==> config.mk <==
export PLATFORM = sky130hd
export DESIGN_NAME = glyph_coverage_pixel_blend
export DESIGN_NICKNAME = d
export VERILOG_FILES = /design/src/gcpb_pkg.sv /design/src/gcpb_cfg_regs.sv /design/src/gcpb_coverage.sv /design/src/gcpb_channel_mix.sv /design/src/glyph_coverage_pixel_blend.sv
export SDC_FILE = /design/constraint.sdc
export NUM_CORES = 1
export LEC_CHECK = 0
export ABC_AREA = 1
export BUFFER_PORTS_ARGS = -buffer_cell sky130_fd_sc_hd__buf_2
export CAP_MARGIN = 20
export CORE_MARGIN = 2
export CORE_UTILIZATION = 30
export CTS_CLUSTER_DIAMETER = 80
export DETAILED_ROUTE_END_ITERATION = 10
export GPL_ROUTABILITY_DRIVEN = 1
export PLACE_DENSITY = 0.5
export REMOVE_ABC_BUFFERS = 1
export SKIP_CTS_REPAIR_TIMING = 1
export SYNTH_ARGS = -nofsm -noshare
export SYNTH_HDL_FRONTEND = slang
export SYNTH_HIERARCHICAL = 1
export SYNTH_SLANG_ARGS = --single-unit
==> constraint.sdc <==
create_clock -name clk -period 21.2 [get_ports clk]
set_input_delay 3.18 -clock clk [delete_from_list [all_inputs] [get_ports clk]]
set_output_delay 3.18 -clock clk [all_outputs]
set_load 0.02 [all_outputs]
==> src/gcpb_pkg.sv <==
`timescale 1ns / 1ps

package gcpb_pkg;

	localparam int unsigned CHAN_W = 5;
	localparam int unsigned COLOR_W = 15;
	localparam int unsigned PIXEL_W = 16;
	localparam int unsigned COV_W = 3;

	localparam logic [CHAN_W-1:0] CHAN_MAX = 5'h1f;

	localparam logic [1:0] CFG_IDX_SHIFT = 2'd0;
	localparam logic [1:0] CFG_IDX_WIDTH = 2'd1;
	localparam logic [1:0] CFG_IDX_COLOR = 2'd2;

	localparam logic [1:0] SHIFT_RESET = 2'd2;
	localparam logic [7:0] WIDTH_RESET = 8'd8;
	localparam logic [COLOR_W-1:0] COLOR_RESET = 15'd0;

	typedef struct packed {
		logic [1:0] cov_bits;
		logic [7:0] cell_pitch;
		logic [COLOR_W-1:0] draw_color;
	} cfg_t;

	// Exact floor(x / 3) for any 8-bit x.
	function automatic logic [6:0] div3_u8(input logic [7:0] x);
		logic [16:0] p;
		p = {9'd0, x} * 17'd171;
		return p[15:9];
	endfunction

	// Exact floor(x / 7) for any 8-bit x.
	function automatic logic [5:0] div7_u8(input logic [7:0] x);
		logic [18:0] p;
		p = {11'd0, x} * 19'd293;
		return p[16:11];
	endfunction

endpackage

==> src/gcpb_cfg_regs.sv <==
`timescale 1ns / 1ps

module gcpb_cfg_regs (
	input  logic                clk,
	input  logic                arst_n,
	input  logic                cfg_valid,
	output logic                cfg_ready,
	input  logic [1:0]          cfg_index,
	input  logic [14:0]         cfg_data,
	output gcpb_pkg::cfg_t      cfg
);
	import gcpb_pkg::*;

	cfg_t cfg_q;

	assign cfg_ready = 1'b1;
	assign cfg = cfg_q;

	always_ff @(posedge clk or negedge arst_n) begin
		if (!arst_n) begin
			cfg_q.cov_bits <= SHIFT_RESET;
			cfg_q.cell_pitch <= WIDTH_RESET;
			cfg_q.draw_color <= COLOR_RESET;
		end else if (cfg_valid && cfg_ready) begin
			unique case (cfg_index)
				CFG_IDX_SHIFT: cfg_q.cov_bits <= cfg_data[1:0];
				CFG_IDX_WIDTH: cfg_q.cell_pitch <= cfg_data[7:0];
				CFG_IDX_COLOR: cfg_q.draw_color <= cfg_data;
				default: begin
				end
			endcase
		end
	end

endmodule

==> src/gcpb_coverage.sv <==
`timescale 1ns / 1ps

module gcpb_coverage (
	input  logic [1:0]                  cov_bits,
	input  logic [7:0]                  cell_pitch,
	input  logic [7:0]                  glyph_byte,
	input  logic [7:0]                  column,
	input  logic [7:0]                  row,
	output logic [gcpb_pkg::COV_W-1:0]  cov,
	output logic [gcpb_pkg::COV_W-1:0]  cov_max
);
	import gcpb_pkg::*;

	logic [COV_W-1:0] idx_lo;
	logic [COV_W-1:0] field_sel;
	logic [4:0]       bit_pos;
	logic [7:0]       shifted;
	logic [5:0]       row_prod;

	// Only the low three bits of the pixel index can select a field.
	always_comb begin
		cov_max = COV_W'((4'd1 << cov_bits) - 4'd1);
		row_prod = {3'd0, row[2:0]} * {3'd0, cell_pitch[2:0]};
		idx_lo = row_prod[2:0] + column[2:0];
		field_sel = cov_max - (idx_lo & cov_max);
		bit_pos = {3'd0, cov_bits} * {2'd0, field_sel};
		shifted = glyph_byte >> bit_pos;
		cov = shifted[COV_W-1:0] & cov_max;
	end

endmodule

==> src/gcpb_channel_mix.sv <==
`timescale 1ns / 1ps

module gcpb_channel_mix (
	input  logic [gcpb_pkg::CHAN_W-1:0] tgt,
	input  logic [gcpb_pkg::CHAN_W-1:0] src,
	input  logic [gcpb_pkg::COV_W-1:0]  cov,
	input  logic [gcpb_pkg::COV_W-1:0]  cov_max,
	output logic [gcpb_pkg::CHAN_W-1:0] mixed
);
	import gcpb_pkg::*;

	logic [7:0] tgt_prod;
	logic [7:0] src_prod;
	logic [6:0] tgt_term;
	logic [6:0] src_term;
	logic [7:0] sum;

	// A partial blend only occurs with a maximum of three or seven.
	always_comb begin
		tgt_prod = {3'd0, tgt} * {5'd0, COV_W'(cov_max - cov)};
		src_prod = {3'd0, src} * {5'd0, cov};
		tgt_term = cov_max[2] ? {1'b0, div7_u8(tgt_prod)} : div3_u8(tgt_prod);
		src_term = div3_u8(src_prod);
		sum = {1'b0, tgt_term} + {1'b0, src_term};
		mixed = (sum > {3'd0, CHAN_MAX}) ? CHAN_MAX : sum[CHAN_W-1:0];
	end

endmodule

==> src/glyph_coverage_pixel_blend.sv <==
`timescale 1ns / 1ps

// Anti-aliased RGB555 glyph blend, one pixel per clock while the output is not
// stalled. A transaction on the input channel is registered, blended in one pass
// of combinational logic and presented from the result register; throughput is
// one transaction per cycle while the output is not stalled, set by the input
// register and the result register, and the input accepts one more transaction
// while a finished result is stalled before it stalls in turn.
// Every accepted pixel gives exactly one result, with write_enable low and
// the target pixel passed unchanged when coverage is zero. cfg_ready is
// always high; configuration must be written only while no transaction is in
// flight.
module glyph_coverage_pixel_blend (
	input  logic        clk,
	input  logic        arst_n,
	input  logic        cfg_valid,
	output logic        cfg_ready,
	input  logic [1:0]  cfg_index,
	input  logic [14:0] cfg_data,
	input  logic        in_valid,
	output logic        in_stall,
	input  logic [7:0]  glyph_byte,
	input  logic [7:0]  column,
	input  logic [7:0]  row,
	input  logic [15:0] target_pixel,
	output logic        out_valid,
	input  logic        out_stall,
	output logic [15:0] pixel_out,
	output logic        write_enable
);
	import gcpb_pkg::*;

	cfg_t cfg;

	logic              valid_s1;
	logic [7:0]        glyph_byte_s1;
	logic [7:0]        column_s1;
	logic [7:0]        row_s1;
	logic [PIXEL_W-1:0] target_s1;

	logic              valid_s2;
	logic [PIXEL_W-1:0] pixel_s2;
	logic              we_s2;

	logic              adv_out;
	logic              in_take;
	logic [COV_W-1:0]  cov;
	logic [COV_W-1:0]  cov_max;
	logic [CHAN_W-1:0] mix_r;
	logic [CHAN_W-1:0] mix_g;
	logic [CHAN_W-1:0] mix_b;
	logic [PIXEL_W-1:0] pixel_next;
	logic              we_next;

	gcpb_cfg_regs u_cfg (
		.clk       (clk),
		.arst_n    (arst_n),
		.cfg_valid (cfg_valid),
		.cfg_ready (cfg_ready),
		.cfg_index (cfg_index),
		.cfg_data  (cfg_data),
		.cfg       (cfg)
	);

	assign adv_out = !valid_s2 || !out_stall;
	assign in_stall = valid_s1 && !adv_out;
	assign in_take = in_valid && !in_stall;

	always_ff @(posedge clk or negedge arst_n) begin
		if (!arst_n) begin
			valid_s1 <= 1'b0;
		end else if (!in_stall) begin
			valid_s1 <= in_valid;
		end
	end

	always_ff @(posedge clk) begin
		if (in_take) begin
			glyph_byte_s1 <= glyph_byte;
			column_s1 <= column;
			row_s1 <= row;
			target_s1 <= target_pixel;
		end
	end

	gcpb_coverage u_coverage (
		.cov_bits   (cfg.cov_bits),
		.cell_pitch (cfg.cell_pitch),
		.glyph_byte (glyph_byte_s1),
		.column     (column_s1),
		.row        (row_s1),
		.cov        (cov),
		.cov_max    (cov_max)
	);

	gcpb_channel_mix u_mix_r (
		.tgt     (target_s1[4:0]),
		.src     (cfg.draw_color[4:0]),
		.cov     (cov),
		.cov_max (cov_max),
		.mixed   (mix_r)
	);

	gcpb_channel_mix u_mix_g (
		.tgt     (target_s1[9:5]),
		.src     (cfg.draw_color[9:5]),
		.cov     (cov),
		.cov_max (cov_max),
		.mixed   (mix_g)
	);

	gcpb_channel_mix u_mix_b (
		.tgt     (target_s1[14:10]),
		.src     (cfg.draw_color[14:10]),
		.cov     (cov),
		.cov_max (cov_max),
		.mixed   (mix_b)
	);

	always_comb begin
		if (cov == '0) begin
			pixel_next = target_s1;
			we_next = 1'b0;
		end else if (cov == cov_max) begin
			pixel_next = {1'b1, cfg.draw_color};
			we_next = 1'b1;
		end else begin
			pixel_next = {1'b1, mix_b, mix_g, mix_r};
			we_next = 1'b1;
		end
	end

	always_ff @(posedge clk or negedge arst_n) begin
		if (!arst_n) begin
			valid_s2 <= 1'b0;
		end else if (adv_out) begin
			valid_s2 <= valid_s1;
		end
	end

	always_ff @(posedge clk) begin
		if (valid_s1 && adv_out) begin
			pixel_s2 <= pixel_next;
			we_s2 <= we_next;
		end
	end

	assign out_valid = valid_s2;
	assign pixel_out = pixel_s2;
	assign write_enable = we_s2;

`ifndef SYNTHESIS
	a_stall_only_when_full: assert property (@(posedge clk) disable iff (!arst_n)
		in_stall |-> (valid_s1 && out_valid && out_stall))
		else $error("input stalled while the pipeline had room");

	a_stage_moves_forward: assert property (@(posedge clk) disable iff (!arst_n)
		(valid_s1 && adv_out) |=> out_valid)
		else $error("registered transaction did not reach the result register");

	a_written_pixel_marked: assert property (@(posedge clk) disable iff (!arst_n)
		(out_valid && write_enable) |-> pixel_out[15])
		else $error("written pixel lacks its marker bit");
`endif

endmodule

==> metrics.txt <==
share of layout cells above drive strength 1 8.078%; Final Net Count 3,002; most frequent CP cell inv_1; RSZ-0062 raised after global routing no; DRC errors left 0; Slew Limit Fails 0; WS Path Type reg2reg; Core Rows 88; Worst setup SP type register; Top delay family on crit path adder cells; Setup TNS 0 ns; period utilization 54.37%; fin crit period 11.53 ns; HPWL after DPL 37,440 um; full die area 0.06031 mm^2; Die Span Y 245.6 um; Setup Skew 0.01411 ns; synth warn 6; I/O Buffers 70; Clock Latency Late Sink 0.37 ns; antenna-violating nets left 0; GRT Util Overall 14.99%; routed vias/inst 4.697; clk slew on worst S/H paths 0.06 ns; Core Region 0.05770 mm^2; CTS Sinks 69; Starting Density 30.35%; headroom to the max-slew limit 35.26%; global-route wire length before repair 73,100 um; Area after DPL 0.01872 mm^2; largest net degree at the start of global routing 31; Post-Place Cells 3,163; Num CTS Buffers 9; DR vias 14,940; CTS max path bufs 2; initial antenna violation count 3; crit path capture type register; Starting DRT DRC Count 727; Post-Syn Instances 2,340; Mapped Area 0.01751 mm^2; Die Width 245.6 um; Worst Hold Class reg2reg; Worst-Margin Slew 0.9678 ns; Util after Layout 32.93%; Top-Level Pins 82; Critical Path Slowest Stage Cell xor2_1; Post-Route WL 43,720 um; Placer Congestion 0.8632; outcome completed; final hold violations 0; H-tree depth 3; worst path arrival time 11.64 ns; Pre-antenna DRT Iters 5; number of global-route vias before repair 14,870; Layout Cells excl Fill 3,181; drt wl/cell 13.74 um; GR Overflow Total 0; CTS root buf clkbuf_16; CP Buf/Inv Count 14; Max-Cap Viols 0; final instance area 0.01900 mm^2; Avg Cell Area, Syn 7.482 um^2; CP Data Required Time 21.31 ns; crit-path max FO 20; CTS tree done; final setup vio count 0; P&R area growth vs syn 8.504%; Fmax 0.08676 GHz; Crit path largest cell delay 0.63 ns
worst paths after layout:
path / from / endpoint / slack [ns] / depth (start not counted)
max: row_s1[0] / pixel_out[12] / 9.67 / 57
min: valid_s1 / out_valid / 0.47 / 2
max reg2reg: row_s1[0] / pixel_out[12] / 9.67 / 57
min reg2reg: valid_s1 / out_valid / 0.47 / 2
max in group asynchronous: arst_n / out_valid / 17.96 / 1
min in group asynchronous: arst_n / u_cfg/cfg[14] / 2.82 / 1
cell type report:
type                            count  area (um^2)
Sequential cell                    69         1963
Clock buffer                        9        225.2
Clock inverter                      7        50.05
Multi-Input combinational cell   1778        13610
Fill cell                        6218        38700
Antenna cell                        2        5.005
Timing Repair Buffer               78        410.4
Inverter                          473         1777
Tap cell                          765        957.2
through the flow:
step                hold slack, ns  setup WS, ns
finish                      0.4742         9.674
global route                0.5074         8.743
CTS                         0.4763         9.598
detailed placement          0.4592         9.628
global placement            0.4538         9.697
floorplan                   0.4331         10.56
worst register-to-register path: cells and delay by family, from the launching register on:
kind / cells / cell delay (ns)
simple gates: 21 / 2.28
flops: 1 / 0.41
xor+xnor: 3 / 0.93
compound gates: 3 / 0.36
buf+inv: 14 / 1.44
fa+ha+maj: 16 / 5.85
per-layer routing:
layer  vias to the layer above  GRT usage (%)  wire [um]
li1                       7707              -          -
met1                      6949          20.29      21570
met2                       248          25.26      19940
met3                        37          1.626       1409
met4                         0          3.957        805
met5                         -              0          0
cells in the final DEF (no fill, tap or decap), drive strengths merged, types with 2 or more instances in the layout:
cell type,instances
a21boi,3
a21o,14
a21oi,108
a31oi,12
and2,2
buf,78
clkbuf,9
clkinv,7
conb,3
dfrtp,21
diode,2
edfxtp,47
fa,118
ha,413
inv,472
nand2,606
nand3,163
nand3b,6
nand4,58
nor2,125
nor3,14
nor4,4
o211ai,2
o21a,5
o21ai,50
o21bai,20
or2,7
xnor2,11
xor2,31
state kept, by name (all words and copies together), names as in the netlist:
signal / cells
column_s1: 3
glyph_byte_s1: 8
out_valid: 1
pixel_out: 16
row_s1: 3
target_s1: 16
u_cfg/cfg: 20
valid_s1: 1
write_enable: 1
Power is left out: the tool's default activity adds up to more than one toggle a clock period on the data nets, which glitch-free logic cannot reach.
